==> src/rtl/core/mvm_vec_store.sv <==
// Vector element store: one write port, one registered read port.
// Depends on nothing but its parameters.
module mvm_vec_store #(
  parameter int unsigned DEPTH = 256,
  parameter int unsigned WIDTH = 16,
  localparam int unsigned AW   = (DEPTH > 1) ? $clog2(DEPTH) : 1
) (
  input  logic             clk_i,
  input  logic             we_i,
  input  logic [AW-1:0]    waddr_i,
  input  logic [WIDTH-1:0] wdata_i,
  input  logic             re_i,
  input  logic [AW-1:0]    raddr_i,
  output logic [WIDTH-1:0] rdata_o
);

  logic [WIDTH-1:0] mem_q [DEPTH];
  logic [WIDTH-1:0] rdata_q;

  // Write port
  always_ff @(posedge clk_i) begin
    if (we_i) begin
      mem_q[waddr_i] <= wdata_i;
    end
  end

  // Read port, registered, held while re_i is low
  always_ff @(posedge clk_i) begin
    if (re_i) begin
      rdata_q <= mem_q[raddr_i];
    end
  end

  assign rdata_o = rdata_q;

endmodule

==> config.mk <==
export PLATFORM = sky130hd
export DESIGN_NAME = mvm_vec_store
export DESIGN_NICKNAME = d
export VERILOG_FILES = /design/src/rtl/core/mvm_vec_store.sv
export SDC_FILE = /design/constraint.sdc
export NUM_CORES = 2
export LEC_CHECK = 0
export BUFFER_PORTS_ARGS = -buffer_cell sky130_fd_sc_hd__buf_2
export CAP_MARGIN = 25
export CORE_ASPECT_RATIO = 1.75
export CORE_MARGIN = 5
export CORE_UTILIZATION = 60
export CTS_CLUSTER_DIAMETER = 100
export CTS_CLUSTER_SIZE = 24
export DETAILED_ROUTE_END_ITERATION = 10
export PLACE_DENSITY = 0.77
export SYNTH_ARGS = -nofsm -noshare
export SYNTH_HDL_FRONTEND = slang
export SYNTH_SLANG_ARGS = --single-unit
export TNS_END_PERCENT = 20
==> constraint.sdc <==
create_clock -name clk_i -period 3.2 [get_ports clk_i]
set_input_delay 0.64 -clock clk_i [delete_from_list [all_inputs] [get_ports clk_i]]
set_output_delay 0.64 -clock clk_i [all_outputs]
set_load 0.03 [all_outputs]
### After elaboration in Yosys (flattened, before gate mapping)

Memory sizes are Yosys's and may differ from the RTL's. A register that Yosys moved wholly into a read port is not among the register bits.
Cells that the tools add are included.

* output and inout port bits: 16
* bits in latches: 0
* bits in writable memories: 4096
* input bits: 35
* memory bits (read-only): 0
* word-level logic and storage cells: 3
* bits in registers: 0
* memories: 1

* mux-type cells: 2
* bitwise gates (word level): 0
* shift operators: 0
* divide/modulo/power cells: 0
* reductions and logical operators: 0
* multipliers: 0
* add/subtract/negate cells: 0
* eq/ne operators: 0
* magnitude comparators: 0

Memories
* mem_q: words 256, bits a word 16, read ports 1, clocked after memory_dff 1, write ports 1, RTL line 17 `logic [WIDTH-1:0] mem_q [DEPTH];`

Operator list (number)
* $mux 1: 2

### Logic depth before layout (Yosys ltp)

* depth after elaboration: 2
* mapped depth: 12
* depth with buffers taken out: 6

### Least setup slack after synthesis

Ideal clock, no wire load.

* path type: input to register
* start: in raddr_i[0]
* end: reg rdata_q[4] (netlist: rdata_o[4]) (read register of mem_q), data pin
* stages on the path: 8
* library setup time: 265 ps
* required time: 2935 ps
* arrival time: 2624 ps
* path buffers: 3
* slack: 311 ps
* cells stage by stage: buf_6 -> buf_6 -> buf_2 -> mux4_2 -> mux4_2 -> a22o_1 -> o32ai_2 -> nor4_2

RTL lines
* start: declaration: RTL line 13 `input logic [AW-1:0] raddr_i,`
* end: declaration: RTL line 18 `logic [WIDTH-1:0] rdata_q;`

==> metrics.cfg <==
[placed_design]
hpwl_um=286000
gp_congestion=0.981
io_buffers=50

[clock_network]
cts-buffers-inserted=197
cts_setup_buffers=0
clk_latency_ns=0.91
clock_path_buffers=4
cts.clk_slew.worst_paths_ns=0.10
root_buffer=clkbuf_16
clkSinkCount=4112
cts_tree=done
h-tree-depth=4

[routing]
drt_first_iter_violations=11603
vias=81625
drcViolationCount=0
wirelength_um=435000
via_per_inst=6.95
ant_nets=0
dr.pass1.iters=6
avgRoutedWirePerCell_um=37.0

[floorplan]
ios=51
core_area_um2=264000
fp.dieH_um=691
std_cell_rows=250
initial_core_util_pct=60.1
dieWidth_um=399
dieArea_um2=276000

[layout]
nets=8228
multi_input_area_um2=32800
nFillCells=16087
drive_above_1_share_pct=26.9
area_growth_syn_to_layout_pct=10.7
post-route-util_pct=66.5
seqCellArea_um2=123000

[timing]
worst_pin_slew_ns=1.19
finalHoldViolations=0
setup_viol=0
post-route-period-util_pct=99.8
grt_setup_unrepaired=yes
period_needed_ns=3.19
setup-tns-final_ns=0
fmax_mhz=313
finalMaxSlewViolations=0
fin_skew_ns=0.0425
slew_headroom_pct=20.0

[power_and_ir_drop]
p_per_area_nw_per_um2=526
p_leak_nw=56.1
pwr-share-clk_pct=29.0
p_int_mw=73.0
p_sw_share_pct=21.1
p_comb_share_pct=6.9
power_frac_seq_pct=64.2
irDropWorstVdd_mv=0.429
power.switching_mw=19.6

[run_status]
outcome=finished, final reports clean

[yosys]
syn_inst=7360
synth.avg_cell_area_um2=21.6
ys_ff_latch=4112
seq_area_frac_synth_pct=77.7
syn-cell-area_um2=159000
yosysWarnings=0
async_flop_share_pct=0
yosysUniqueCellTypes=51
syn_nets=7395
synth_edf_count=4112
ys.flop_type=edfxtp_1

[global_routing]
antenna_found_initial=30
gr-total-overflow=0
grt_max_degree=103
grt_pass1_wl_um=613000
grt_pass1_vias=82428
grt_use_total_pct=31.7

[worst_setup_path]
crit_fanout=34
cpMaxStageDelayCell=or4b_1
critPathRequiredTime_ns=3.93
crit_type=primary input to flip-flop
critical-path-max-stage-delay_ns=0.69
startpoint_type=primary input
path_cells=buf_12, buf_4, buf_4, buf_12, buf_12, buf_12, mux2_2, a221oi_1, o21ai_0, nand4_1, or4b_1, nor4_2
end_kind=flip-flop
worstPathArrival_ns=3.93
timing.critical_path.mode_cell=buf_12

[flow_run]
maxCapViolations=0

[worst_hold_path]
holdCritPathClass=primary input to flip-flop

-- area by class of cell --
cell class              count  area share, %
inverters                   4         0.0142
clock buffers             202           2.87
clock inverters             3         0.0235
diodes                     17         0.0242
well taps                3528           2.51
multi-input cells        2792           18.7
repair buffers           1086           5.69
flip-flops and latches   4112           70.2
-- cells in the mapped netlist (6+ instances only) --
cell type     n  area (um2)
a2111oi_0     6        52.6
a211oi_1     18         135
a21oi_1     175         876
a221oi_1     28         245
a22o_1       32         280
a22oi_1      43         323
a31oi_1       6        37.5
and3_1       11        68.8
buf_1        27         101
buf_2        76         380
buf_4        26         195
buf_6        77         867
buf_8        11         165
clkbuf_1    230         863
edfxtp_1   4112      123000
mux2_2       88         991
mux2i_1     565        5660
mux4_2      797       17900
nand2_1      38         143
nand3_1      35         175
nand4_1      26         163
nor2_1      304        1140
nor2b_1       9        56.3
nor3_1       92         460
nor4_1       17         106
o21ai_0      37         185
o221ai_1    252        2210
o22ai_1     148         926
o31ai_1      16         120
o32ai_1      20         175
-- through the flow --
step	hold WS (ns)	area, um2	cells	worst slack [ns]	total power, mW
3_5_place_dp	1.11	171000	11521	-1.08	66.8
3_3_place_gp	1.09	171000	11521	-0.999	66.7
4_1_cts	0.130	176000	11726	0.0252	92.7
5_1_grt	0.159	176000	11729	-0.00875	95.1
6_report	0.204	176000	11744	0.00502	92.6
2_1_floorplan	0.739	159000	7360	0.311	63.6
-- power groups by stage --
| stage | clock network, mW | registers [mW] | logic [mW] |
|---|---|---|---|
| detailed placement | 0 | 60.6 | 6.24 |
| CTS | 27.1 | 59.4 | 6.27 |
| floorplan | 0 | 60.6 | 2.93 |
| finish | 26.8 | 59.4 | 6.36 |
| global placement | 0 | 60.6 | 6.09 |
| global route | 29.2 | 59.4 | 6.53 |
-- cells by family after synthesis --
logic type             after synthesis  synth area share (%)
buffers and inverters              456                  1.69
AOI/OAI and AO/OA                  786                  3.53
and+or+nand+nor                    556                  1.57
DFF                               4112                  77.7
muxes                             1450                  15.5
-- per-layer routing --
layer  track usage [%]  share of wire [%]  vias up
li1                  -                  -    32558
met1              37.2                 30    42458
met2              52.3                 50     5306
met3              5.36                9.4     1291
met4              24.5                 10       12
met5                 0              0.015        -
-- worst max-delay path, delay by kind of cell --
| family | cells | cell delay (ns) |
|---|---|---|
| muxes | 1 | 0.21 |
| AOI/OAI and AO/OA | 2 | 0.54 |
| buffers and inverters | 6 | 1.31 |
| and+or+nand+nor | 3 | 1.17 |
-- path summary, 6_finish.rpt --
path,from,endpoint,slack (ns),cells after the start
worst max-delay path,raddr_i[0],rdata_o[4]$_DFFE_PP_,0.005,12
worst min-delay path,wdata_i[7],mem_q[23][7]$_DFFE_PP_,0.20,1
worst max register to register,mem_q[56][0]$_DFFE_PP_,rdata_o[0]$_DFFE_PP_,0.18,5
worst min register to register,mem_q[194][6]$_DFFE_PP_,rdata_o[6]$_DFFE_PP_,1.16,6
-- cell usage in the layout (no fill, tap or decap), types with 4 or more instances in the layout --
cell       netlist  routed
and3_1          11      11
o32ai_1         20      19
o22ai_1        148     148
o21ai_0         37      34
diode_2          0      17
nor2_1         304     297
o31ai_1         16      15
buf_4           26     893
buf_8           11      11
o221ai_1       252     252
mux4_2         797     797
clkbuf_16        0     202
a31oi_1          6       6
buf_12           5     142
nor2_2           0       7
nor3_1          92      86
nand2_1         38      38
a221oi_1        28      28
nor2b_1          9       9
nand3_1         35      35
a211oi_1        18      18
mux2_2          88      88
o21ai_1          1       4
nand4_1         26      26
or2_2            4       4
a22oi_1         43      41
a21oi_1        175     175
buf_2           76      30
mux2i_1        565     565
nor3_2           0       6
clkbuf_8         0       6
edfxtp_1      4112    4112
a2111oi_0        6       6
a22o_1          32      32
nor4_1          17      16
-- what timing repair did --
| item | 4_1_cts | 5_1_grt |
|---|---|---|
| hold buffers | 0 | 0 |
| gates resized for setup | 1 | 8 |
| setup endpoints to repair | 1 | 4 |
-- flip-flops by register name (all words and copies together) (netlist names) --
register / cells
mem_q: 4096
rdata_o: 16
(Power assumes the default switching activity.)
