<file path="src/rtl/core/mvm_pkg.sv">
// Package for the matrix-vector multiply block: shared constants, codes and
// the control word passed between the sequencer and the MAC datapath.
// No dependencies.
package mvm_pkg;

  // Default sizes, overridable by top-level parameters
  localparam int unsigned MAX_COLUMNS_DEF   = 256;
  localparam int unsigned MAX_ROWS_DEF      = 256;
  localparam int unsigned ELEMENT_WIDTH_DEF = 16;

  // Fixed field widths
  localparam int unsigned CFG_W      = 9;   // count registers
  localparam int unsigned CFG_IDX_W  = 1;   // register index
  localparam int unsigned ACC_W      = 40;  // accumulator
  localparam int unsigned RES_W      = 32;  // row result
  localparam int unsigned ROW_NUM_W  = 8;   // row number on the result

  // Register indexes
  localparam logic [CFG_IDX_W-1:0] REG_ROW_COUNT = 1'b0;
  localparam logic [CFG_IDX_W-1:0] REG_COL_COUNT = 1'b1;

  // Input commands
  localparam logic CMD_LOAD   = 1'b0;
  localparam logic CMD_MATRIX = 1'b1;

  // Control word that travels with a matrix element down the pipeline
  typedef struct packed {
    logic                 vld;
    logic                 end_row;
    logic                 last_row;
    logic [ROW_NUM_W-1:0] row_num;
  } ctrl_t;

endpackage

</file>
<file path="src/rtl/core/mvm_seq.sv">
// Sequencer: count registers, load/column/row positions, store addressing
// and the first pipeline stage. Depends on mvm_pkg.
module mvm_seq
  import mvm_pkg::*;
#(
  parameter int unsigned MAX_COLUMNS   = MAX_COLUMNS_DEF,
  parameter int unsigned MAX_ROWS      = MAX_ROWS_DEF,
  parameter int unsigned ELEMENT_WIDTH = ELEMENT_WIDTH_DEF,
  localparam int unsigned CIW = (MAX_COLUMNS > 1) ? $clog2(MAX_COLUMNS) : 1,
  localparam int unsigned RPW = (MAX_ROWS > 1) ? $clog2(MAX_ROWS) : 1
) (
  input  logic                     clk_i,
  input  logic                     rst_ni,
  input  logic                     cfg_we_i,
  input  logic [CFG_IDX_W-1:0]     cfg_idx_i,
  input  logic [CFG_W-1:0]         cfg_wdata_i,
  input  logic                     adv_i,
  input  logic                     in_valid_i,
  input  logic                     in_cmd_i,
  input  logic [ELEMENT_WIDTH-1:0] in_op_i,
  output logic                     mem_we_o,
  output logic [CIW-1:0]           mem_waddr_o,
  output logic [CIW-1:0]           mem_raddr_o,
  output logic [ELEMENT_WIDTH-1:0] op_s1_o,
  output ctrl_t                    ctrl_s1_o
);

  logic [CIW-1:0]           cols_m1_q, load_pos_q, col_pos_q;
  logic [RPW-1:0]           rows_m1_q, row_pos_q;
  logic [ELEMENT_WIDTH-1:0] op_s1_q;
  ctrl_t                    ctrl_s1_q, ctrl_s1_d;
  logic                     xfer, is_mat, end_row, last_row;
  logic [31:0]              wr32, cols_eff, rows_eff, row32;

  assign xfer     = in_valid_i & adv_i;
  assign is_mat   = (in_cmd_i == CMD_MATRIX);
  assign end_row  = (col_pos_q == cols_m1_q);
  assign last_row = (row_pos_q == rows_m1_q);
  assign row32    = 32'(row_pos_q);

  // Effective counts: zero acts as one, too large clamps to the maximum
  always_comb begin
    wr32 = 32'(cfg_wdata_i);
    if (wr32 == 32'd0) begin
      cols_eff = 32'd1;
      rows_eff = 32'd1;
    end else begin
      cols_eff = (wr32 > 32'(MAX_COLUMNS)) ? 32'(MAX_COLUMNS) : wr32;
      rows_eff = (wr32 > 32'(MAX_ROWS)) ? 32'(MAX_ROWS) : wr32;
    end
  end

  // Control word for the element entering the pipeline
  always_comb begin
    ctrl_s1_d.vld      = xfer & is_mat;
    ctrl_s1_d.end_row  = end_row;
    ctrl_s1_d.last_row = last_row;
    ctrl_s1_d.row_num  = row32[ROW_NUM_W-1:0];
  end

  // Count registers and positions; a register write restarts the pass
  always_ff @(posedge clk_i or negedge rst_ni) begin
    if (!rst_ni) begin
      cols_m1_q  <= '0;
      rows_m1_q  <= '0;
      load_pos_q <= '0;
      col_pos_q  <= '0;
      row_pos_q  <= '0;
    end else if (cfg_we_i) begin
      if (cfg_idx_i == REG_ROW_COUNT) begin
        rows_m1_q <= RPW'(rows_eff - 32'd1);
      end else begin
        cols_m1_q <= CIW'(cols_eff - 32'd1);
      end
      load_pos_q <= '0;
      col_pos_q  <= '0;
      row_pos_q  <= '0;
    end else if (xfer) begin
      if (!is_mat) begin
        load_pos_q <= (load_pos_q == cols_m1_q) ? '0 : load_pos_q + CIW'(1);
      end else begin
        col_pos_q <= end_row ? '0 : col_pos_q + CIW'(1);
        if (end_row) begin
          row_pos_q <= last_row ? '0 : row_pos_q + RPW'(1);
        end
      end
    end
  end

  // Stage 1 control, in step with the store read
  always_ff @(posedge clk_i or negedge rst_ni) begin
    if (!rst_ni) begin
      ctrl_s1_q <= '0;
    end else if (adv_i) begin
      ctrl_s1_q <= ctrl_s1_d;
    end
  end

  // Stage 1 operand
  always_ff @(posedge clk_i) begin
    if (adv_i) begin
      op_s1_q <= in_op_i;
    end
  end

  assign mem_we_o    = xfer & ~is_mat;
  assign mem_waddr_o = load_pos_q;
  assign mem_raddr_o = col_pos_q;
  assign op_s1_o     = op_s1_q;
  assign ctrl_s1_o   = ctrl_s1_q;

endmodule

</file>
<file path="config.mk">
export PLATFORM = sky130hd
export DESIGN_NAME = mvm_seq
export DESIGN_NICKNAME = d
export VERILOG_FILES = /design/src/rtl/core/mvm_pkg.sv /design/src/rtl/core/mvm_seq.sv
export SDC_FILE = /design/constraint.sdc
export NUM_CORES = 1
export LEC_CHECK = 0
export ABC_CLOCK_PERIOD_IN_PS = 2330
export BUFFER_PORTS_ARGS = -buffer_cell sky130_fd_sc_hd__buf_4
export CORE_MARGIN = 2
export CORE_UTILIZATION = 54
export CTS_CLUSTER_DIAMETER = 40
export CTS_CLUSTER_SIZE = 14
export DETAILED_ROUTE_END_ITERATION = 6
export PLACE_DENSITY = 0.88
export SYNTH_ARGS = -nofsm -noshare
export SYNTH_HDL_FRONTEND = slang
export SYNTH_SLANG_ARGS = --single-unit
</file>
<file path="constraint.sdc">
create_clock -name clk_i -period 2.33 [get_ports clk_i]
set_input_delay 0.699 -clock clk_i [delete_from_list [all_inputs] [get_ports clk_i]]
set_output_delay 0.699 -clock clk_i [all_outputs]
set_load 0.005 [all_outputs]
</file>
== Yosys cells after proc, flatten, opt, wreduce, memory -nomap -nowiden ==
Cells that the tools add are included.
Operators by class
  $add $sub $neg: 4
  $lt $le $gt $ge: 1
  eq/ne operators: 4
  muxes and demuxes: 15
  bitwise gates (word level): 5
  reduce and logical (&&, ||, !) cells: 9
Operators by type and width (count)
  two-way mux 8 bit: 15
  adder 8 x 1 -> 8 bit (second input constant): 3
  equality test 8 bit: 3
  greater-than comparator 9 bit (second input constant): 1
  zero test 9 bit: 1
  AND reduction 2 bit: 4
  subtractor 8 x 1 -> 8 bit (second input constant): 1
  nonzero test 2 bit: 3
  bitwise AND 1 bit: 3
  AND reduction 3 bit: 1
  inequality test 2 bit (second input constant): 1
  NOT 1 bit: 2
Word-level totals
  register bits after elaboration: 67
  input bits: 32
  output and inout port bits: 44
  word-level logic and storage cells: 48

== Depth between registers and ports, before layout ==
Gate-level depths: netlist of the first run.
  depth in word-level cells: 6
  mapped depth: 11
  depth with buffers taken out: 10

== Worst setup path after synthesis of the first run ==
Ideal clock, no wire load.
  path type: input to register
  start point: in cfg_wdata_i[2]
  end point: reg cols_m1_q[4]
  setup time: 0.135 ns
  arrival time: 2.318 ns
  required time: 2.195 ns
  slack: -0.123 ns
  stages on the path: 10
  path buffers: 1
  path through: or3_1 -> clkbuf_1 -> nor2_1 -> a21oi_1 -> nor2_1 -> inv_1 -> ha_1 -> nor2b_1 -> a221oi_1 -> o21ai_0
Between the ends
  longest elaborated chain between the ends: 4
  elaborated cells between the ends (all ways): 5
  classes of those cells: add/sub (1); order compare (1); mux (2); reduce/logical (1)
Ends and longest elaborated chain
  start: declaration: RTL line mvm_seq.sv:16  | input logic [CFG_W-1:0] cfg_wdata_i,
  greater-than comparator 9 bit: RTL line mvm_seq.sv:48  | cols_eff = (wr32 > 32'(MAX_COLUMNS)) ? 32'(MAX_COLUMNS) : wr32;
  two-way mux 8 bit: RTL line mvm_seq.sv:48
  two-way mux 8 bit (*): RTL line mvm_seq.sv:44  | if (wr32 == 32'd0) begin
  subtractor 8 x 1 -> 8 bit (*): RTL line mvm_seq.sv:73  | cols_m1_q <= CIW'(cols_eff - 32'd1);
  end signal: assignment: RTL line mvm_seq.sv:73
  end: declaration: RTL line mvm_seq.sv:28  | logic [CIW-1:0] cols_m1_q, load_pos_q, col_pos_q;
Mark *: on every way between the ends. The rest lies on a longest branch, timed or not.
A chain may end at the register's enable or synchronous reset.

== Final worst setup path of the first run ==
  start point: in cfg_wdata_i[5]
  end point: reg cols_m1_q[4]
The elaborated chain is that of the path after synthesis.

==> flow_summary.toml, run 1 <==
[run_status]
status = "finished, final reports clean"

[drt]
vias_per_cell = 5.67
drtIter0Drc = 231
routed_wl_mm = 7.32
first_pass_iters = 4
vias = 2733
antenna_left = 0
drc = 0
avgRoutedWirePerCell_um = 15.2

[cells_and_area]
syn_to_final_growth_pct = 27.3
seq_area_sq_um = 1760
final_nets = 438
drive_gt1_share_pct = 28.3
stdcell_count = 482
multi_input_area_sq_um = 1430
antennaDiodeCount = 0
fillCellCount = 418
utilization_pct = 70.9
design_area_sq_um = 4180

[clock_network]
postCtsHoldBufs = 0
cts.clk_slew.worst_paths_ns = 0.07
cts_root_buf = "clkbuf_8"
cts_sinks = 67
clockBufferDepth = 2
numCtsBuffers = 9
clk_latency_ns = 0.33
h-tree-depth = 3
cts_setup_buffers = 0
cts_tree = "yes"
post_cts_resized = 0

[timing]
slew_violations = 0
tightest_slew_ns = 0.622
period_needed_ns = 2.12
grt_setup_unrepaired = "false"
period_share_pct = 91.0
fin_worst_skew_ns = 0.00516
tns_ns = 0
hold_slack_ns = 0.381
hold_viol_final = 0
max_freq_mhz = 472
relSlewSlack_pct = 58.5
worst_slack_ns = 0.211
setup_viol = 0

[pwr]
max-vdd-ir-drop_uv = 373
power.density_nw_per_um2 = 610
fin_total_pwr_mw = 2.55
p_leak_nw = 1.86

[critical_path]
slowest_delay_ns = 0.38
cp-start-kind = "primary input"
crit_slowest_cell = "or3_1"
r2r_start = "mem_waddr_o[4]"
reg2reg_depth = 5
crit_chain = "buf_4, or3_1, nor2_1, a21oi_1, nor2_1, inv_1, ha_4, nor2b_2, a221oi_2, o21ai_1"
crit_type = "in2reg"
path_common_cell = "nor2_1"
cp_max_fo = 5
rrSetupSlack_ns = 0.28
cp.required_ns = 2.53
cp-startpoint = "cfg_wdata_i[5]"
arrival_ns = 2.32
regToRegEndpoint = "mem_waddr_o[5]"
worstSetupEndpointType = "flip-flop"

[die]
num_rows = 28
die_h_um = 81.9
die_area_sq_um = 6710
start_util_pct = 55.7
pin_count = 76
coreArea_sq_um = 5890
fp.dieW_um = 81.9

[hold_path]
holdCritPathClass = "in2async"

[placed_design]
pre_cts_slack_ns = -0.128
dp_cells = 466
dpl-instance-area_sq_um = 3990
finalWeightedCongestion = 0.865
numPortBuffers = 75
hpwl_mm = 5.33

[logic_synthesis]
ys_ff_latch = 67
synth-seq-area-share_pct = 53.6
synthArstFlopShare_pct = 76.1
syn_nets = 354
syn_avg_cell_area_sq_um = 10.3
syn_inst = 318
syn_area_sq_um = 3280
yosysWarnings = 0
synth_ff_type = "dfrtp_1"
synth_edf_count = 16
synth.distinct_cells = 37

[grt]
overflow = 0
antenna_found_initial = 0
grt_pass1_wl_mm = 11.7
grt_start_max_net_pins = 52
grt_usage_pct = 23.1
grt_pass1_vias = 2607

[run]
cap_viol_max_count = 0
-- area by class of cell --
cell class                 instances  share of cell area (%)
multi-input combinational        222                    34.3
clock buffer                       9                    2.97
timing repair buffer              87                    15.6
clock inverter                     7                    1.41
sequential                        67                    42.1
tap                               75                    2.25
inverter                          15                    1.35
-- kinds of logic after synthesis --
group,count (synthesis),synth area share [%]
flip-flops,67,53.6
AND/OR/NAND/NOR,110,18.0
adder cells (fa/ha/maj),4,1.53
multiplexers,10,3.36
AO/OA/AOI/OAI,72,13.2
buffers and inverters,29,3.40
XOR/XNOR,26,6.94
-- synth_stat cells, drive strengths merged (6+ instances only) --
| cell | count | share of area (%) |
|---|---|---|
| inv | 15 | 1.7 |
| nor2 | 9 | 1.0 |
| o32ai | 9 | 2.4 |
| nor4 | 9 | 2.6 |
| xor2 | 25 | 6.7 |
| nand2 | 42 | 4.8 |
| nand3 | 13 | 2.1 |
| or3 | 15 | 2.9 |
| a21oi | 26 | 4.0 |
| mux2 | 8 | 2.7 |
| nand2b | 6 | 1.1 |
| edfxtp | 16 | 15 |
| dfrtp | 51 | 39 |
| clkbuf | 12 | 1.4 |
| o21ai | 22 | 3.4 |
-- worst max path at each step --
stage	endpoint	slack [ns]	cells past startpoint
5_1_grt	cols_m1_q[4]	0.10	10
3_3_place_gp	rows_m1_q[4]	-0.08	10
4_1_cts	cols_m1_q[4]	0.22	10
2_1_floorplan	rows_m1_q[4]	0.002	10
6_report	cols_m1_q[4]	0.21	10
3_5_place_dp	cols_m1_q[4]	-0.13	10
-- power by group --
part / internal, mW / switching [mW] / leakage, nW / total [mW]
logic: 0.155 / 0.164 / 0.930 / 0.320
registers: 1.27 / 0.0572 / 0.837 / 1.33
clock network: 0.479 / 0.418 / 0.0915 / 0.897
total: 1.91 / 0.640 / 1.86 / 2.55
-- per-layer routing --
metal	vias up	GRT usage [%]	routed length (um)	share of wire, %
li1	1310	-	-	-
met1	1301	27.4	3000	41
met2	112	38.9	3620	49
met3	10	7.14	587	8.0
met4	0	9.33	113	1.5
met5	-	0	0	0
-- worst max-delay path: cells and delay by family --
family,cells,cell delay (ns)
and+or+nand+nor,4,0.81
AOI/OAI and AO/OA,3,0.44
buffers and inverters,2,0.20
adders and majority gates,1,0.18
-- cells in the final DEF (no fill, tap or decap), drive strengths merged, types with 5 or more instances in the layout --
cell	count
buf	87
o21ai	22
o32ai	9
nand2	42
clkinv	5
edfxtp	16
mux2	8
nand2b	6
inv	15
clkbuf	9
or3	15
nor4	9
a21oi	26
nor2	9
dfrtp	51
nand3	13
xor2	25
-- registers in the layout (all words and copies together), names as in the netlist --
name	count
rows_m1_q	8
mem_waddr_o	8
op_s1_o	16
ctrl_s1_o	11
cols_m1_q	8
mem_raddr_o	8
row_pos_q	8
No activity file was read; power rests on OpenSTA's default activity.
==> run 2: changes to the inputs <==
--- a/config.mk
+++ b/config.mk
@@ -12,7 +12,7 @@
 export CTS_CLUSTER_DIAMETER = 40
 export CTS_CLUSTER_SIZE = 14
 export DETAILED_ROUTE_END_ITERATION = 6
-export PLACE_DENSITY = 0.88
+export PLACE_DENSITY = 0.79
 export SYNTH_ARGS = -nofsm -noshare
 export SYNTH_HDL_FRONTEND = slang
 export SYNTH_SLANG_ARGS = --single-unit
==> flow_summary.toml, run 2 (same netlist as run 1, synthesis figures left out) <==
[cells_and_area]
syn_to_final_growth_pct = 27.9
final_nets = 438
fillCellCount = 431
antennaDiodeCount = 0
layout_common_cells = "87 x buf_4, 51 x dfrtp_1, 42 x nand2_1"
utilization_pct = 71.2
largest_register_ffs = 16
drive_gt1_share_pct = 29.0
layout_commonest_cell = "buf_4"

[drt]
top_layer_used = "met4"
met1_length_mm = 3.05
first_pass_iters = 4
drc = 0
routed_wl_mm = 7.48
avgRoutedWirePerCell_um = 15.5
vias = 2737
wl_met3_um = 674
wl_met2_mm = 3.62
vias_per_cell = 5.68
drtIter0Drc = 155
antenna_left = 0

[grt]
overflow = 0
grt_usage_pct = 23.8
grt_pass1_wl_mm = 12.0
antenna_found_initial = 0
grt_start_max_net_pins = 52
grt_pass1_vias = 2551

[critical_path]
worstSetupEndpointType = "flip-flop"
cp.required_ns = 2.54
crit_chain = "buf_4, or3_1, nor2_1, a21oi_1, nor2_1, inv_1, ha_4, nor2b_2, a221oi_2, o21ai_1"
cp-start-kind = "primary input"
crit_type = "in2reg"
arrival_ns = 2.32
path_common_cell = "nor2_1"
cp_max_fo = 5
slowest_delay_ns = 0.38
crit_slowest_cell = "or3_1"

[timing]
tns_ns = 0
setup_viol = 0
fin_worst_skew_ns = 0.00805
grt_setup_unrepaired = "false"
hold_viol_final = 0
period_share_pct = 90.7
period_needed_ns = 2.11
slew_violations = 0
max_freq_mhz = 473
relSlewSlack_pct = 58.6
tightest_slew_ns = 0.621

[hold_path]
holdCritPathClass = "in2async"

[die]
pin_count = 76
num_rows = 28
die_area_sq_um = 6710
die_h_um = 81.9
start_util_pct = 55.7
coreArea_sq_um = 5890
fp.dieW_um = 81.9

[clock_network]
numCtsBuffers = 9
post_cts_resized = 0
clockBufferDepth = 2
cts_sinks = 67
postCtsHoldBufs = 0
cts_root_buf = "clkbuf_8"
cts.clk_slew.worst_paths_ns = 0.07
clk_latency_ns = 0.33
cts_tree = "yes"
cts_setup_buffers = 0
h-tree-depth = 3

[run]
cap_viol_max_count = 0

[pwr]
power.density_nw_per_um2 = 623
max-vdd-ir-drop_uv = 318
p_leak_nw = 1.86

[placed_design]
hpwl_mm = 5.27
finalWeightedCongestion = 0.840
numPortBuffers = 75

[run_status]
status = "finished, final reports clean"
[run 2: layout make-up]
cell class,count,area (sq um),area share (%)
timing repair buffer,87,653,15.6
sequential,67,1760,41.9
tap,75,93.8,2.24
clock buffer,9,124,2.95
multi-input combinational,222,1430,34.2
clock inverter,7,76.3,1.82
inverter,15,56.3,1.34
[run 2: final timing paths]
kind	startpoint	end	slack (ns)	cells after the start
worst max register to register	mem_raddr_o[7]	row_pos_q[1]	0.36	5
worst min-delay path	rst_ni	cols_m1_q[7]	0.37	1
max in group asynchronous	rst_ni	ctrl_s1_o[7]	1.53	1
worst min register to register	ctrl_s1_o[3]	ctrl_s1_o[3]	0.51	1
worst max-delay path	cfg_wdata_i[5]	rows_m1_q[4]	0.22	10
min in group clk_i	ctrl_s1_o[3]	ctrl_s1_o[3]	0.51	1
[run 2: where the power goes]
part	switching (mW)	total, mW	internal [mW]
Clock	0.461	0.960	0.499
Sequential	0.0576	1.33	1.27
Combinational	0.164	0.321	0.157
Total	0.683	2.61	1.93
[run 2: layer usage]
layer	track usage, %	vias to the layer above
met5	0	-
li1	-	1307
met3	4.51	13
met4	11.8	0
met1	31.8	1289
met2	37.2	128
[run 2: worst max-delay path, delay by kind of cell]
| kind | cells | cell delay [ns] |
|---|---|---|
| AND/OR/NAND/NOR | 4 | 0.81 |
| AO/OA/AOI/OAI | 3 | 0.44 |
| buffers and inverters | 2 | 0.20 |
| adder cells (fa/ha/maj) | 1 | 0.18 |
[run 2: through the flow]
step	power, mW	hold slack, ns	area, sq um	worst slack [ns]	cells
3_5_place_dp	1.68	0.496	3990	-0.138	466
5_1_grt	2.73	0.421	4190	0.0844	482
4_1_cts	2.64	0.396	4190	0.224	482
3_3_place_gp	1.66	0.491	3990	-0.0669	466
2_1_floorplan	1.50	0.403	3300	0.00231	318
6_report	2.61	0.371	4190	0.217	482
==> run 3: changes to the inputs <==
--- a/config.mk
+++ b/config.mk
@@ -8,11 +8,11 @@
 export ABC_CLOCK_PERIOD_IN_PS = 2330
 export BUFFER_PORTS_ARGS = -buffer_cell sky130_fd_sc_hd__buf_4
 export CORE_MARGIN = 2
-export CORE_UTILIZATION = 54
+export CORE_UTILIZATION = 50
 export CTS_CLUSTER_DIAMETER = 40
 export CTS_CLUSTER_SIZE = 14
 export DETAILED_ROUTE_END_ITERATION = 6
-export PLACE_DENSITY = 0.79
+export PLACE_DENSITY = 0.74
 export SYNTH_ARGS = -nofsm -noshare
 export SYNTH_HDL_FRONTEND = slang
 export SYNTH_SLANG_ARGS = --single-unit
==> constraint.sdc (replaced) <==
create_clock -name clk_i -period 2.33 [get_ports clk_i]
set_input_delay 0.699 -clock clk_i [delete_from_list [all_inputs] [get_ports clk_i]]
set_output_delay 0.699 -clock clk_i [all_outputs]
set_load 0.05 [all_outputs]
==> flow_summary.toml, run 3 (same netlist as run 1, synthesis figures left out) <==
[run_status]
status = "finished, final reports clean"

[cells_and_area]
drive_gt1_share_pct = 28.7
seq_area_sq_um = 1760
layout_commonest_cell = "buf_4"
stdcell_count = 484
final_nets = 438
largest_register_ffs = 16
multi_input_area_sq_um = 1430
antennaDiodeCount = 0
syn_to_final_growth_pct = 27.7
layout_common_cells = "87 x buf_4, 51 x dfrtp_1, 42 x nand2_1"
fillCellCount = 524

[hold_path]
holdCritPathClass = "in2async"

[clock_network]
h-tree-depth = 3
clockBufferDepth = 2
cts_setup_buffers = 0
clk_latency_ns = 0.33
cts_tree = "yes"
cts_sinks = 67
cts_root_buf = "clkbuf_8"
post_cts_resized = 0
postCtsHoldBufs = 0
cts.clk_slew.worst_paths_ns = 0.07
numCtsBuffers = 9

[grt]
overflow = 0
grt_usage_pct = 21.0
use_met1_pct = 28.9
grt_start_max_net_pins = 52
grt_pass1_wl_mm = 12.1
grt_pass1_vias = 2619
grtUsageMet3_pct = 3.70
top_usage_layer = "met2"
met2_usage_pct = 32.5
antenna_found_initial = 0

[pwr]
p_leak_nw = 1.86
power.density_nw_per_um2 = 641
max-vdd-ir-drop_uv = 621

[timing]
period_needed_ns = 2.08
period_share_pct = 89.5
max_freq_mhz = 480
grt_setup_unrepaired = "false"
tightest_slew_ns = 0.634
hold_viol_final = 0
hold_slack_ns = 0.390
slew_violations = 0
setup_viol = 0
relSlewSlack_pct = 57.8
fin_worst_skew_ns = 0.00989

[drt]
vias = 2715
first_pass_iters = 4
vias_per_cell = 5.61
drtIter0Drc = 143
antenna_left = 0
routed_wl_mm = 7.23
avgRoutedWirePerCell_um = 14.9
drc = 0

[die]
die_h_um = 85.0
coreArea_sq_um = 6350
die_area_sq_um = 7220
fp.dieW_um = 85.0
num_rows = 29
start_util_pct = 51.6
pin_count = 76

[critical_path]
arrival_ns = 2.28
worstSetupEndpointType = "flip-flop"
cp_max_fo = 5
crit_type = "in2reg"
cp.required_ns = 2.53
cp-start-kind = "primary input"

[placed_design]
dp_cells = 468
finalWeightedCongestion = 0.812
numPortBuffers = 75
hpwl_mm = 5.18

[run]
cap_viol_max_count = 0
[run 3: changes by cell type in the layout (fill, tap and decap cells not counted), sizes merged]
cell,previous run,this run
clkinv,3,5
clkinvlp,2,1
inv,16,15
[run 3: layout make-up]
type                            instances  share of cell area, %
Inverter                               15                   1.34
Multi-Input combinational cell        222                   34.2
Clock inverter                          7                   1.64
Clock buffer                            9                   2.96
Sequential cell                        67                   41.9
Timing Repair Buffer                   87                   15.6
Tap cell                               77                   2.30
[run 3: metrics by stage]
step / setup TNS (ns) / worst slack [ns] / utilization, % / area [sq um] / total power [mW]
after detailed placement: -0.427 / -0.105 / 62.9 / 4000 / 1.78
after floorplan: 0 / 0.00231 / - / 3300 / 1.60
after global routing: 0 / 0.0607 / 66.0 / 4190 / 2.80
final: 0 / 0.245 / 66.0 / 4190 / 2.68
after CTS: 0 / 0.243 / 66.0 / 4190 / 2.71
after global placement: -0.302 / -0.0875 / 62.9 / 4000 / 1.76
[run 3: final timing paths]
check / from / end / slack [ns] / depth (start not counted)
hold / removal: rst_ni / mem_raddr_o[7] / 0.39 / 1
hold reg to reg: rows_m1_q[4] / rows_m1_q[4] / 0.51 / 2
setup / recovery: cfg_wdata_i[5] / rows_m1_q[4] / 0.25 / 10
min in group clk_i: rows_m1_q[4] / rows_m1_q[4] / 0.51 / 2
setup reg to reg: cols_m1_q[7] / row_pos_q[0] / 0.31 / 5
max in group asynchronous: rst_ni / rows_m1_q[4] / 1.52 / 1
[run 3: worst max-delay path, cell delays in order]
cell	delay [ns]
buf_4	0.11
or3_1	0.38
nor2_1	0.11
a21oi_1	0.07
nor2_1	0.14
inv_1	0.09
ha_4	0.17
nor2b_2	0.16
a221oi_2	0.25
o21ai_1	0.10
[run 3: power by group]
group,switching [mW],internal [mW]
clock,0.440,0.490
sequential,0.0609,1.27
combinational,0.262,0.158
[run 3: per-layer routing]
metal / vias to the layer above / share of wire, % / routed length, um
li1: 1304 / - / -
met1: 1291 / 45 / 3270
met2: 105 / 46 / 3340
met3: 15 / 6.0 / 432
met4: 0 / 2.5 / 183
met5: - / 0 / 0
