File: config.mk
export PLATFORM = sky130hd
export DESIGN_NAME = mvm_mac
export DESIGN_NICKNAME = d
export VERILOG_FILES = /design/src/rtl/core/mvm_pkg.sv /design/src/rtl/core/mvm_mac.sv
export SDC_FILE = /design/constraint.sdc
export NUM_CORES = 1
export LEC_CHECK = 0
export BUFFER_PORTS_ARGS = -buffer_cell sky130_fd_sc_hd__buf_2
export CAP_MARGIN = 30
export CORE_MARGIN = 3
export CORE_UTILIZATION = 45
export DETAILED_ROUTE_END_ITERATION = 7
export PLACE_DENSITY = 0.68
export SYNTH_ARGS = -nofsm -noshare
export SYNTH_HDL_FRONTEND = slang
export SYNTH_SLANG_ARGS = --single-unit
export TNS_END_PERCENT = 1
File: constraint.sdc
create_clock -name clk_i -period 7.7 [get_ports clk_i]
set_input_delay 1.155 -clock clk_i [delete_from_list [all_inputs] [get_ports clk_i]]
set_output_delay 1.155 -clock clk_i [all_outputs]
set_load 0.05 [all_outputs]
File: src/rtl/core/mvm_pkg.sv
// Package for the matrix-vector multiply block: shared constants, codes and
// the control word passed between the sequencer and the MAC datapath.
// No dependencies.
package mvm_pkg;

  // Default sizes, overridable by top-level parameters
  localparam int unsigned MAX_COLUMNS_DEF   = 256;
  localparam int unsigned MAX_ROWS_DEF      = 256;
  localparam int unsigned ELEMENT_WIDTH_DEF = 16;

  // Fixed field widths
  localparam int unsigned CFG_W      = 9;   // count registers
  localparam int unsigned CFG_IDX_W  = 1;   // register index
  localparam int unsigned ACC_W      = 40;  // accumulator
  localparam int unsigned RES_W      = 32;  // row result
  localparam int unsigned ROW_NUM_W  = 8;   // row number on the result

  // Register indexes
  localparam logic [CFG_IDX_W-1:0] REG_ROW_COUNT = 1'b0;
  localparam logic [CFG_IDX_W-1:0] REG_COL_COUNT = 1'b1;

  // Input commands
  localparam logic CMD_LOAD   = 1'b0;
  localparam logic CMD_MATRIX = 1'b1;

  // Control word that travels with a matrix element down the pipeline
  typedef struct packed {
    logic                 vld;
    logic                 end_row;
    logic                 last_row;
    logic [ROW_NUM_W-1:0] row_num;
  } ctrl_t;

endpackage

File: src/rtl/core/mvm_mac.sv
// MAC datapath: product stage, saturating accumulator and result register.
// Depends on mvm_pkg.
module mvm_mac
  import mvm_pkg::*;
#(
  parameter int unsigned ELEMENT_WIDTH = ELEMENT_WIDTH_DEF
) (
  input  logic                     clk_i,
  input  logic                     rst_ni,
  input  logic                     restart_i,
  input  logic [ELEMENT_WIDTH-1:0] op_s1_i,
  input  logic [ELEMENT_WIDTH-1:0] vec_s1_i,
  input  ctrl_t                    ctrl_s1_i,
  input  logic                     out_ready_i,
  output logic                     adv_o,
  output logic                     out_valid_o,
  output logic [RES_W-1:0]         row_result_o,
  output logic [ROW_NUM_W-1:0]     row_number_o,
  output logic                     last_row_o
);

  localparam int unsigned PW = 2 * ELEMENT_WIDTH;
  localparam int unsigned SW = ((PW > ACC_W) ? PW : ACC_W) + 1;
  localparam logic signed [SW-1:0] AccMax = SW'((65'sd1 <<< (ACC_W - 1)) - 65'sd1);
  localparam logic signed [SW-1:0] AccMin = -AccMax - SW'(1);
  localparam logic signed [ACC_W-1:0] ResMax = 40'sh007FFFFFFF;
  localparam logic signed [ACC_W-1:0] ResMin = 40'shFF80000000;

  logic signed [PW-1:0]    prod_q;
  ctrl_t                   ctrl_s2_q;
  logic signed [ACC_W-1:0] acc_q, acc_sat, res_sat;
  logic signed [SW-1:0]    sum;
  logic                    adv, out_valid_q;
  logic [RES_W-1:0]        row_result_q;
  logic [ROW_NUM_W-1:0]    row_number_q;
  logic                    last_row_q;

  // Whole pipeline moves unless a result is held untaken
  assign adv = ~out_valid_q | out_ready_i;

  // Stage 2: product
  always_ff @(posedge clk_i) begin
    if (adv) begin
      prod_q <= $signed(op_s1_i) * $signed(vec_s1_i);
    end
  end

  always_ff @(posedge clk_i or negedge rst_ni) begin
    if (!rst_ni) begin
      ctrl_s2_q <= '0;
    end else if (adv) begin
      ctrl_s2_q <= ctrl_s1_i;
    end
  end

  // Accumulate with 40-bit saturation, then clamp to the 32-bit result
  always_comb begin
    sum     = SW'(acc_q) + SW'(prod_q);
    if (sum > AccMax) begin
      acc_sat = ACC_W'(AccMax);
    end else if (sum < AccMin) begin
      acc_sat = ACC_W'(AccMin);
    end else begin
      acc_sat = ACC_W'(sum);
    end
    if (acc_sat > ResMax) begin
      res_sat = ResMax;
    end else if (acc_sat < ResMin) begin
      res_sat = ResMin;
    end else begin
      res_sat = acc_sat;
    end
  end

  // Stage 3: accumulator, cleared at row end and on restart
  always_ff @(posedge clk_i or negedge rst_ni) begin
    if (!rst_ni) begin
      acc_q <= '0;
    end else if (restart_i) begin
      acc_q <= '0;
    end else if (adv && ctrl_s2_q.vld) begin
      acc_q <= ctrl_s2_q.end_row ? '0 : acc_sat;
    end
  end

  // Result register
  always_ff @(posedge clk_i or negedge rst_ni) begin
    if (!rst_ni) begin
      out_valid_q <= 1'b0;
    end else if (adv) begin
      out_valid_q <= ctrl_s2_q.vld & ctrl_s2_q.end_row;
    end
  end

  always_ff @(posedge clk_i) begin
    if (adv && ctrl_s2_q.vld && ctrl_s2_q.end_row) begin
      row_result_q <= RES_W'(res_sat);
      row_number_q <= ctrl_s2_q.row_num;
      last_row_q   <= ctrl_s2_q.last_row;
    end
  end

  assign adv_o        = adv;
  assign out_valid_o  = out_valid_q;
  assign row_result_o = row_result_q;
  assign row_number_o = row_number_q;
  assign last_row_o   = last_row_q;

endmodule

# --- Yosys cells after proc, flatten, opt, wreduce, memory -nomap -nowiden ---
# Index checks and enable logic that the tools add are counted.
word_totals:
  reg_bits: 125
  inputBits: 47
  output_inout_bits: 43
  elab_cells: 28
op_classes:
  addsub: 1
  mul: 1
  magnitude_cmp: 4
  n_mux: 6
  bitwise_logic: 3
  reduce_logical: 3
ops:
  columns: ["operator", "count"]
  rows:
  - ["$mux W40", 5]
  - ["$add A40 B32 Y41", 1]
  - ["$gt A41 B40 Y1 const B", 1]
  - ["$lt A41 B40 Y1 const B", 1]
  - ["$gt A40 B32 Y1 const B", 1]
  - ["$lt A40 B32 Y1 const B", 1]
  - ["$mul A16 B16 Y32", 1]
  - ["$mux W32", 1]
  - ["$logic_and A1 B1 Y1", 2]
  - ["$reduce_bool A2 Y1", 1]
  - ["$and A1 B1 Y1", 1]
  - ["$not A1 Y1", 1]
  - ["$or A1 B1 Y1", 1]

# --- Logic depth before layout (Yosys ltp) ---
# Gate-level depths: netlist of run 1.
logic_depth:
  depth_word: 7
  mapped_depth: 24
  depth_no_buf: 23

# --- Worst setup path after synthesis of run 1 ---
# No wires, ideal clock.
synth_timing:
  path_type: "in2reg"
  startpoint: "input vec_s1_i[1]"
  endpoint: "register prod_q[31], data pin"
  setup_time_ns: 0.260
  arrival_ns: 6.948
  required_time_ns: 7.440
  slack_ns: 0.492
  stages: 23
  path_buffers: 1
  path_cell_list: "clkbuf_1 > nand2_1 > inv_1 > fa_1 > fa_1 > inv_1 > fa_1 > inv_1 > fa_1 > inv_1 > fa_1 > fa_1 > inv_1 > ha_1 > inv_1 > o21bai_1 > a21o_1 > a21oi_1 > nor4bb_1 > nor3_1 > a211o_1 > a21oi_1 > xnor2_1"
synth_between:
  elab_chain_cells: 1
synth_lines:
  columns: ["element", "line", "rtl"]
  rows:
  - ["from (decl)", "mvm_mac.sv:12", "input logic [ELEMENT_WIDTH-1:0] vec_s1_i,"]
  - ["$mul A16 B16 Y32", "mvm_mac.sv:44", "prod_q <= $signed(op_s1_i) * $signed(vec_s1_i);"]
  - ["to (signal assigned)", "mvm_mac.sv:44", null]
  - ["to (decl)", "mvm_mac.sv:29", "logic signed [PW-1:0] prod_q;"]
# Every way passes these cells.
# A chain may end at the register's enable or synchronous reset.

# --- Worst setup path in the final report of run 1 ---
layout_timing:
  startpoint: "input vec_s1_i[12]"
  endpoint: "register prod_q[30], data pin"
# The elaborated chain is that of the path after synthesis.

==> results of run 1 <==
==> worst max-delay path, cell delays in order <==
cell and delay (ns):
buf_2 0.29, nand2_1 0.13, fa_1 0.51, fa_1 0.49, inv_1 0.06, fa_1 0.52
inv_1 0.05, fa_1 0.52, fa_1 0.55, inv_1 0.05, fa_1 0.47, ha_1 0.32
a21o_1 0.17, a21oi_1 0.17, o2111ai_1 0.12, a41oi_1 0.25, o21ai_0 0.19, o41a_1 0.41
a2111oi_0 0.41, o21bai_1 0.15, a21oi_1 0.19, xnor2_1 0.09
==> through the flow <==
| stage | setup slack, ns | utilization | area, µm² |
|---|---|---|---|
| after global routing | 0.1211 | 0.5056 | 18640 |
| after global placement | 0.2333 | 0.4876 | 17980 |
| after floorplan | 0.4922 | - | 16950 |
| final | 0.5751 | 0.5056 | 18640 |
| after CTS | 0.5901 | 0.5056 | 18640 |
| after detailed placement | 0.1525 | 0.4893 | 18040 |
==> cell usage after synthesis (all sizes together) (42+ instances only) <==
cell,number
a21oi,101
and2,111
clkbuf,57
dfrtp,52
edfxtp,73
fa,263
ha,122
inv,306
nand2,263
nor2,48
o21ai,68
xnor2,42
==> how the worst max path moves through the flow <==
stage | to | slack [ns] | depth (start not counted)
floorplan | prod_q[31] | 0.49 | 23
global placement | prod_q[30] | 0.23 | 24
detailed placement | prod_q[30] | 0.15 | 22
CTS | prod_q[29] | 0.59 | 23
global route | prod_q[30] | 0.12 | 24
finish | prod_q[30] | 0.58 | 22
==> cells in the final DEF (no fill, tap or decap), types with 5 or more instances in the layout <==
| cell type | synthesis | final |
|---|---|---|
| a211oi_1 | 6 | 6 |
| a21o_1 | 32 | 32 |
| a21oi_1 | 100 | 99 |
| a31oi_1 | 6 | 6 |
| and2_1 | 111 | 111 |
| buf_2 | 8 | 90 |
| buf_4 | 0 | 32 |
| clkbuf_16 | 0 | 17 |
| dfrtp_1 | 52 | 52 |
| edfxtp_1 | 73 | 73 |
| fa_1 | 263 | 263 |
| ha_1 | 122 | 122 |
| inv_1 | 306 | 306 |
| inv_6 | 0 | 7 |
| nand2_1 | 263 | 263 |
| nand2b_1 | 17 | 17 |
| nand3_1 | 8 | 8 |
| nand4_1 | 13 | 13 |
| nor2_1 | 48 | 48 |
| nor3_1 | 12 | 12 |
| nor4_1 | 5 | 5 |
| o211ai_1 | 9 | 9 |
| o21a_1 | 10 | 10 |
| o21ai_0 | 62 | 62 |
| o21ai_1 | 6 | 5 |
| o21bai_1 | 16 | 16 |
| o32ai_1 | 25 | 25 |
| o32ai_2 | 6 | 6 |
| xnor2_1 | 42 | 42 |
| xor2_1 | 24 | 24 |
==> logic make-up (layout without fill, tap and decap cells) <==
group                      count (synthesis)  in the layout  share of synthesized area
muxes                                      2              2                   0.001255
DFF                                      125            125                     0.2061
AOI/OAI and AO/OA                        324            324                     0.1300
xor gates and xnor gates                  67             67                    0.03506
buffers and inverters                    377            464                    0.08541
and+or+nand+nor                          501            501                     0.1391
adders and majority gates                389            389                     0.4030
==> final cells by class <==
type                       count  area share
inverter                     307     0.06182
clock buffer                  17     0.02282
clock inverter                15    0.009330
timing repair buffer         125     0.04014
tap                          504     0.03383
sequential                   125      0.1874
multi-input combinational   1283      0.6447
==> sequential cells by signal, indices dropped and copies added, names as in the netlist <==
register and cells:
row_number_o 8, prod_q 32, row_result_o 32, acc_q 40, last_row_o 1, ctrl_s2_q 11
out_valid_o 1
==> routing by layer <==
metal,wire length (µm),vias to the layer above
li1,-,5932
met1,19060,6287
met2,18280,358
met3,2006,55
met4,654,0
met5,0,-
==> summary.txt, run 1 <==
Global route
  • Grt met2 use: 0.3379
  • First-pass GRT wire length: 67850 µm
  • Global Route met1 Usage: 0.3040
  • GR peak layer: met2
  • GRT Total Usage: 0.2094
  • Largest net degree at the start of global routing: 53
  • GRT overflow: 0
  • GR Layer Usage met3: 0.02820
  • Number of global-route vias before repair: 13170
  • Initial antenna violation count: 0

Critical path
  • Startpoint types: input pin
  • RR Endpoint: row_result_o[1]
  • Launch point of the worst path: vec_s1_i[12]
  • Worst reg2reg startpoint: acc_q[13]
  • R2r worst-path depth: 12
  • CP Class: in -> reg
  • R2r setup slk: 2.87 ns
  • Worst setup EP type: flop
  • Critical Path RT: 7.87 ns
  • Crit path max fanout: 16
  • CP Data Arrival Time: 7.29 ns

Floorplan
  • Starting density of the core: 0.4597
  • Core Area: 36870 µm²
  • # IOs: 90
  • Die height: 200.1 µm
  • Num rows: 70
  • DIE WIDTH: 200.1 µm
  • Die ar.: 40030 µm²

Yosys
  • Average size of a mapped cell: 9.496 µm²
  • Area leader, netlist: fa_1
  • Synth Register Bits: 125
  • Post-synth top area share: 0.3106
  • Post-synthesis cell area: 16950 µm²
  • EDFF count, synth: 73
  • Ys Warns: 0
  • Area contributors post-synth: fa_1, edfxtp_1, ha_1
  • Synthesized net count: 2217
  • Main synth FF type: edfxtp_1
  • Yosys cell types: 72
  • Ys async rst share: 0.4160
  • Mapped Cells: 1785
  • Sequential share of the synthesized area: 0.2061

Clock tree
  • Num CTS Buffers: 17
  • Clk_lat worst skew: 0.42 ns
  • Root buf cell: clkbuf_16
  • Setup Buffers After CTS: 0
  • Post-CTS sizing: 0
  • CTS tree: built
  • CTS clk-pin slew, worst paths: 0.06 ns
  • Clk sinks: 125
  • Htree depth: 4
  • Cts-stage hold buffer count: 0
  • Clock tree buffer depth: 2

Drt
  • Vias/cell: 5.316
  • Drt pass-1 iters: 5
  • Per-cell routed wire length: 16.84 µm
  • Vias post-DR: 12630
  • Post-route antenna net violation count: 0
  • Final wirelength: 40000 µm
  • DRT iter0 DRCs: 843
  • DRC viols: 0

Place
  • Port Buffers: 89
  • Hpwl dp: 33050 µm
  • Routability congestion estimate: 0.9326
  • Inst Count DP: 2344

Worst hold path
  • Hold_sp: ctrl_s2_q[7]
  • Hold Path Class: reg -> reg
  • Worst hold stages: 0
  • Hold EP: row_number_o[7]

STA
  • Final Hold Vio Count: 0
  • Final period util: 0.9253
  • Endpoints failing setup: 0
  • Clock skew: 0.01567 ns
  • Peak Freq: 140.4 MHz
  • WHS: 0.4494 ns
  • Setup TNS: 0 ns
  • Slew headroom: 0.3805
  • RSZ-0062 raised after global routing: no
  • Post-layout min period: 7.125 ns
  • Final Max Tran Viols: 0
  • Worst-Margin Slew: 0.9058 ns

Flow run
  • MaxCap Viol Count: 0

Run status
  • Status: finished clean

Finish
  • Layout area overhead: 9.980%
  • Multi-input gate area: 12020 µm²
  • Layout Cells excl Fill: 2376
  • Register area: 3493 µm²
  • Share of layout cells above drive strength 1: 0.09776
  • Fillers: 3385
  • Ant diodes: 0
  • Nets: 2291
Power of run 1 is not shown: default switching activity piles up to over one toggle a cycle in this logic, so the estimate is an artifact.
==> inputs of run 2 (changes only) <==
--- a/config.mk
+++ b/config.mk
@@ -10,7 +10,6 @@
 export CORE_MARGIN = 3
 export CORE_UTILIZATION = 45
 export DETAILED_ROUTE_END_ITERATION = 7
-export PLACE_DENSITY = 0.68
 export SYNTH_ARGS = -nofsm -noshare
 export SYNTH_HDL_FRONTEND = slang
 export SYNTH_SLANG_ARGS = --single-unit
==> run 2 against run 1 <==
Effect of this change:
- non-clock buffer count down 3
- maximum frequency down 0.77%
- setup slack worse by 0.055 ns
- global-route usage up 0.15 points
- critical endpoint unchanged
- die area unchanged
- critical path depth up 2
==> summary.txt, run 2 (synthesis gave the netlist of run 1 again) <==
STA
  • Endpoints failing setup: 0
  • Final period util: 0.9325
  • Setup TNS: 0 ns
  • Final Max Tran Viols: 0
  • Slew headroom: 0.3426
  • Worst-Margin Slew: 0.9785 ns
  • Peak Freq: 139.3 MHz
  • Post-layout min period: 7.180 ns
  • Clock skew: 0.01052 ns
  • RSZ-0062 raised after global routing: no
  • Final Hold Vio Count: 0

Floorplan
  • Die height: 200.1 µm
  • # IOs: 90
  • Starting density of the core: 0.4597
  • DIE WIDTH: 200.1 µm
  • Die ar.: 40030 µm²
  • Core Area: 36870 µm²
  • Num rows: 70

Run status
  • Status: finished clean

Drt
  • Drt pass-1 iters: 5
  • Post-route antenna net violation count: 0
  • Vias/cell: 5.274
  • Final wirelength: 40910 µm
  • DRT iter0 DRCs: 848
  • Vias post-DR: 12520
  • DRC viols: 0
  • Per-cell routed wire length: 17.24 µm

Finish
  • Multi-input gate area: 12030 µm²
  • Largest register FFs: 40
  • Fillers: 3434
  • Commonest non-fill, non-tap cell in the layout: inv_1
  • Ant diodes: 0
  • Layout area overhead: 9.811%
  • Nets: 2288
  • Largest reg by FF count: acc_q
  • Most frequent cells in the layout: inv_1, nand2_1, fa_1, ha_1, and2_1
  • Register area: 3493 µm²
  • Share of layout cells above drive strength 1: 0.09577

Critical path
  • Crit path max fanout: 16
  • Max stage delay cell, worst path: fa_1
  • CP Data Arrival Time: 7.35 ns
  • R2r worst-path depth: 12
  • Worst reg2reg startpoint: acc_q[13]
  • Critical Path RT: 7.87 ns
  • RR Endpoint: row_result_o[1]
  • CP Class: in -> reg
  • Worst setup EP type: flop
  • R2r setup slk: 2.89 ns
  • CP cell instances: buf_2 > nand2_1 > fa_1 > inv_1 > fa_1 > inv_1 > fa_1 > inv_1 > fa_1 > inv_1 > fa_1 > inv_1 > fa_1 > ha_1 > a21o_1 > a21oi_1 > o2111ai_1 > a41oi_1 > o21ai_0 > o41a_1 > a2111oi_0 > o21bai_1 > a21oi_1 > xnor2_1
  • Largest stage delay on the critical path: 0.53 ns
  • Critical Path Most Common Cell: fa_1
  • Startpoint types: input pin

Worst hold path
  • Hold Path Class: reg -> reg
  • Hold EP: row_number_o[2]
  • Worst hold stages: 0
  • Hold_sp: ctrl_s2_q[2]

Clock tree
  • Post-CTS sizing: 0
  • Clk sinks: 125
  • Num CTS Buffers: 17
  • Clk_lat worst skew: 0.42 ns
  • Setup Buffers After CTS: 0
  • Htree depth: 4
  • Clock tree buffer depth: 2
  • CTS tree: built
  • CTS clk-pin slew, worst paths: 0.06 ns
  • Cts-stage hold buffer count: 0
  • Root buf cell: clkbuf_16

Place
  • Port Buffers: 89
  • Hpwl dp: 33030 µm
  • Routability congestion estimate: 0.8783

Global route
  • First-pass GRT wire length: 67560 µm
  • GRT Total Usage: 0.2109
  • Initial antenna violation count: 0
  • Largest net degree at the start of global routing: 53
  • GRT overflow: 0
  • Number of global-route vias before repair: 12760

Flow run
  • MaxCap Viol Count: 0
[run 2: cell types whose count changed in the layout (fill, tap and decap cells not counted), sizes merged]
cell    delta
buf        -3
clkinv     +3
inv        -3
bufinv     -1
clkbuf     +1
[run 2: worst max path at each step]
stage	start	to	slack (ns)	cells after the start
finish	vec_s1_i[5]	prod_q[30]	0.52	24
detailed placement	vec_s1_i[5]	prod_q[30]	0.10	24
global placement	vec_s1_i[5]	prod_q[30]	0.19	24
global route	vec_s1_i[6]	prod_q[30]	0.01	24
CTS	vec_s1_i[5]	prod_q[30]	0.54	24
floorplan	vec_s1_i[1]	prod_q[31]	0.49	23
[run 2: critical path: cells and delay by family]
family	cells	cell delay, ns
AOI/OAI and AO/OA	9	2.12
xor gates and xnor gates	1	0.07
buffers and inverters	6	0.59
adders and majority gates	7	3.24
and+or+nand+nor	1	0.14
[run 2: area by class of cell]
cell class                 instances  share of cell area
clock buffer                      18             0.02359
clock inverter                    14            0.007058
inverter                         307             0.06191
timing repair buffer             122             0.03980
sequential                       125              0.1877
multi-input combinational       1283              0.6461
tap                              504             0.03388
[run 2: metal layers]
layer | part of all wire | wire length, µm | track usage | vias to the layer above
met5 | 0 | 0 | 0 | -
met4 | 0.019 | 768 | 0.05376 | 0
met3 | 0.049 | 1987 | 0.02249 | 46
met2 | 0.45 | 18240 | 0.3290 | 374
met1 | 0.49 | 19920 | 0.3173 | 6153
li1 | - | - | - | 5942
[run 2: through the flow]
step                std cells  worst slack [ns]  hold WS [ns]    util  area, µm²
floorplan                1785            0.4922        0.4248       -      16950
global placement         2338            0.1863        0.4316  0.4874      17970
detailed placement       2341            0.1003        0.4325  0.4893      18040
CTS                      2373            0.5421        0.4455  0.5048      18610
global route             2373           0.01044        0.4530  0.5048      18610
finish                   2373            0.5196        0.4442  0.5048      18610
Power of run 2 is left out for the same reason.
==> inputs of run 3 (changes only) <==
--- a/config.mk
+++ b/config.mk
@@ -5,6 +5,7 @@
 export SDC_FILE = /design/constraint.sdc
 export NUM_CORES = 1
 export LEC_CHECK = 0
+export ABC_AREA = 1
 export BUFFER_PORTS_ARGS = -buffer_cell sky130_fd_sc_hd__buf_2
 export CAP_MARGIN = 30
 export CORE_MARGIN = 3
==> run 3 against run 2 <==
Effect of this change:
- first-iteration DRC count shrank 5.3%
- synthesized area grew 3.9%
- wire length grew 7.4%
- final area grew 3.1%
- non-clock buffer count shrank 13
- critical endpoint is now prod_q[31]
- highest routed layer unchanged
==> summary.txt, run 3 <==
Yosys
  • Main synth FF type: edfxtp_1
  • Post-synthesis cell area: 17610 µm²
  • Synth Register Bits: 125
  • Ys async rst share: 0.4160
  • Synthesized net count: 2606
  • Synth top cells by count: nand2_1, inv_1, fa_1
  • Yosys cell types: 44
  • EDFF count, synth: 73
  • Sequential share of the synthesized area: 0.1984
  • Count leader, synth: nand2_1
  • Area leader, netlist: fa_1
  • Mapped Cells: 2174
  • Ys Warns: 0
  • Post-synth top area share: 0.2989
  • Area contributors post-synth: fa_1, nand2_1, edfxtp_1
  • Average size of a mapped cell: 8.101 µm²

Critical path
  • CP Data Arrival Time: 6.90 ns
  • Critical Path RT: 7.85 ns
  • Worst reg2reg startpoint: prod_q[0]
  • Launch point of the worst path: vec_s1_i[5]
  • Worst setup EP type: flop
  • RR Endpoint: row_result_o[2]
  • CP Class: in -> reg
  • Crit path to: prod_q[31]
  • Startpoint types: input pin
  • R2r setup slk: 3.89 ns
  • R2r worst-path depth: 23
  • Crit path max fanout: 9

STA
  • Setup TNS: 0 ns
  • Final period util: 0.8766
  • Post-layout min period: 6.749 ns
  • WHS: 0.4430 ns
  • Worst-Margin Slew: 0.8057 ns
  • RSZ-0062 raised after global routing: no
  • Final Hold Vio Count: 0
  • Endpoints failing setup: 0
  • Slew headroom: 0.4628
  • Peak Freq: 148.2 MHz
  • Clock skew: 0.009662 ns
  • Final Max Tran Viols: 0

Worst hold path
  • Hold Path Class: reg -> reg

Floorplan
  • DIE WIDTH: 203.8 µm
  • # IOs: 90
  • Num rows: 71
  • Die height: 203.8 µm
  • Starting density of the core: 0.4621
  • Die ar.: 41550 µm²
  • Core Area: 38110 µm²

Finish
  • Commonest non-fill, non-tap cell in the layout: nand2_1
  • Fillers: 3685
  • Ant diodes: 0
  • Share of layout cells above drive strength 1: 0.08746
  • Layout area overhead: 8.980%
  • Largest register FFs: 40
  • Nets: 2660
  • Most frequent cells in the layout: nand2_1, inv_1, fa_1, ha_1, nor2_1
  • Largest reg by FF count: acc_q

Drt
  • Drt pass-1 iters: 5
  • DRC viols: 0
  • Final wirelength: 43940 µm
  • DRT iter0 DRCs: 803
  • Post-route antenna net violation count: 0
  • Per-cell routed wire length: 15.97 µm
  • Vias/cell: 4.934
  • Vias post-DR: 13580

Clock tree
  • Clk sinks: 125
  • Post-CTS sizing: 0
  • Num CTS Buffers: 17
  • Htree depth: 4
  • CTS tree: built
  • Clock tree buffer depth: 2
  • Cts-stage hold buffer count: 0
  • Clk_lat worst skew: 0.42 ns
  • Setup Buffers After CTS: 0
  • CTS clk-pin slew, worst paths: 0.06 ns
  • Root buf cell: clkbuf_16

Place
  • Routability congestion estimate: 0.9041
  • Hpwl dp: 36600 µm
  • Port Buffers: 89

Global route
  • First-pass GRT wire length: 74120 µm
  • Largest net degree at the start of global routing: 53
  • GRT Total Usage: 0.2233
  • GRT overflow: 0
  • Initial antenna violation count: 0
  • Number of global-route vias before repair: 14470

Flow run
  • MaxCap Viol Count: 0

Run status
  • Status: finished clean
## run 3: cell count changes after synthesis, sizes merged, moves of 9 or more
cell / delta
and2: -111
nand3: +37
nand2: +343
a21o: -27
xor2: +9
nor2: +75
nand2b: -17
a21oi: -21
o21ai: -13
o32ai: -31
a22o: +9
inv: +219
## run 3: logic make-up after synthesis
logic type | synth area share
and+or+nand+nor | 0.1836
buffers and inverters | 0.1320
adders and majority gates | 0.3856
AOI/OAI and AO/OA | 0.06088
xor gates and xnor gates | 0.03382
muxes | 0.005755
DFF | 0.1984
## run 3: routing by layer
| metal | up-vias | track usage | wire length, µm |
|---|---|---|---|
| met5 | - | 0 | 0 |
| li1 | 6580 | - | - |
| met2 | 367 | 0.3749 | 20460 |
| met1 | 6576 | 0.3076 | 20360 |
| met3 | 56 | 0.02676 | 2101 |
| met4 | 0 | 0.06318 | 1018 |
## run 3: layout make-up
type / count / area (µm²) / share of cell area
clock buffers: 19 / 442.9 / 0.02308
repair buffers: 109 / 624.3 / 0.03253
multi-input cells: 1450 / 11810 / 0.6153
clock inverters: 13 / 211.5 / 0.01102
inverters: 525 / 1973 / 0.1028
well taps: 511 / 639.4 / 0.03331
flip-flops and latches: 125 / 3493 / 0.1820
## run 3: worst min-delay path by stage
stage / startpoint / end / slack (ns) / cells past startpoint
2_1_floorplan: ctrl_s2_q[8] / last_row_o / 0.42 / 0
3_3_place_gp: ctrl_s2_q[2] / row_number_o[2] / 0.42 / 0
3_5_place_dp: ctrl_s2_q[8] / last_row_o / 0.43 / 0
4_1_cts: ctrl_s2_q[0] / row_number_o[0] / 0.45 / 0
5_1_grt: ctrl_s2_q[6] / row_number_o[6] / 0.45 / 0
6_report: ctrl_s2_q[0] / row_number_o[0] / 0.44 / 0
## run 3: through the flow
stage                 util  instances  instance area [µm²]  setup WS [ns]
floorplan                -       2174                17610         0.7259
global placement    0.4851       2717                18490         0.5712
detailed placement  0.4865       2720                18540         0.4884
CTS                 0.5036       2752                19190         0.9509
global route        0.5036       2752                19190         0.6010
finish              0.5036       2752                19190         0.9505
## run 3: worst max-delay path, cell delays in order
cell and delay (ns):
buf_2 0.24, buf_4 0.22, nand2_1 0.08, fa_1 0.51
inv_1 0.06, fa_1 0.53, inv_1 0.05, fa_1 0.53
inv_1 0.07, fa_1 0.48, inv_1 0.06, fa_1 0.53
inv_1 0.05, fa_1 0.47, ha_1 0.39, a21oi_1 0.29
o21a_1 0.26, a21boi_0 0.52, o221ai_1 0.22, xor2_1 0.17
Power of run 3 is left out for the same reason.
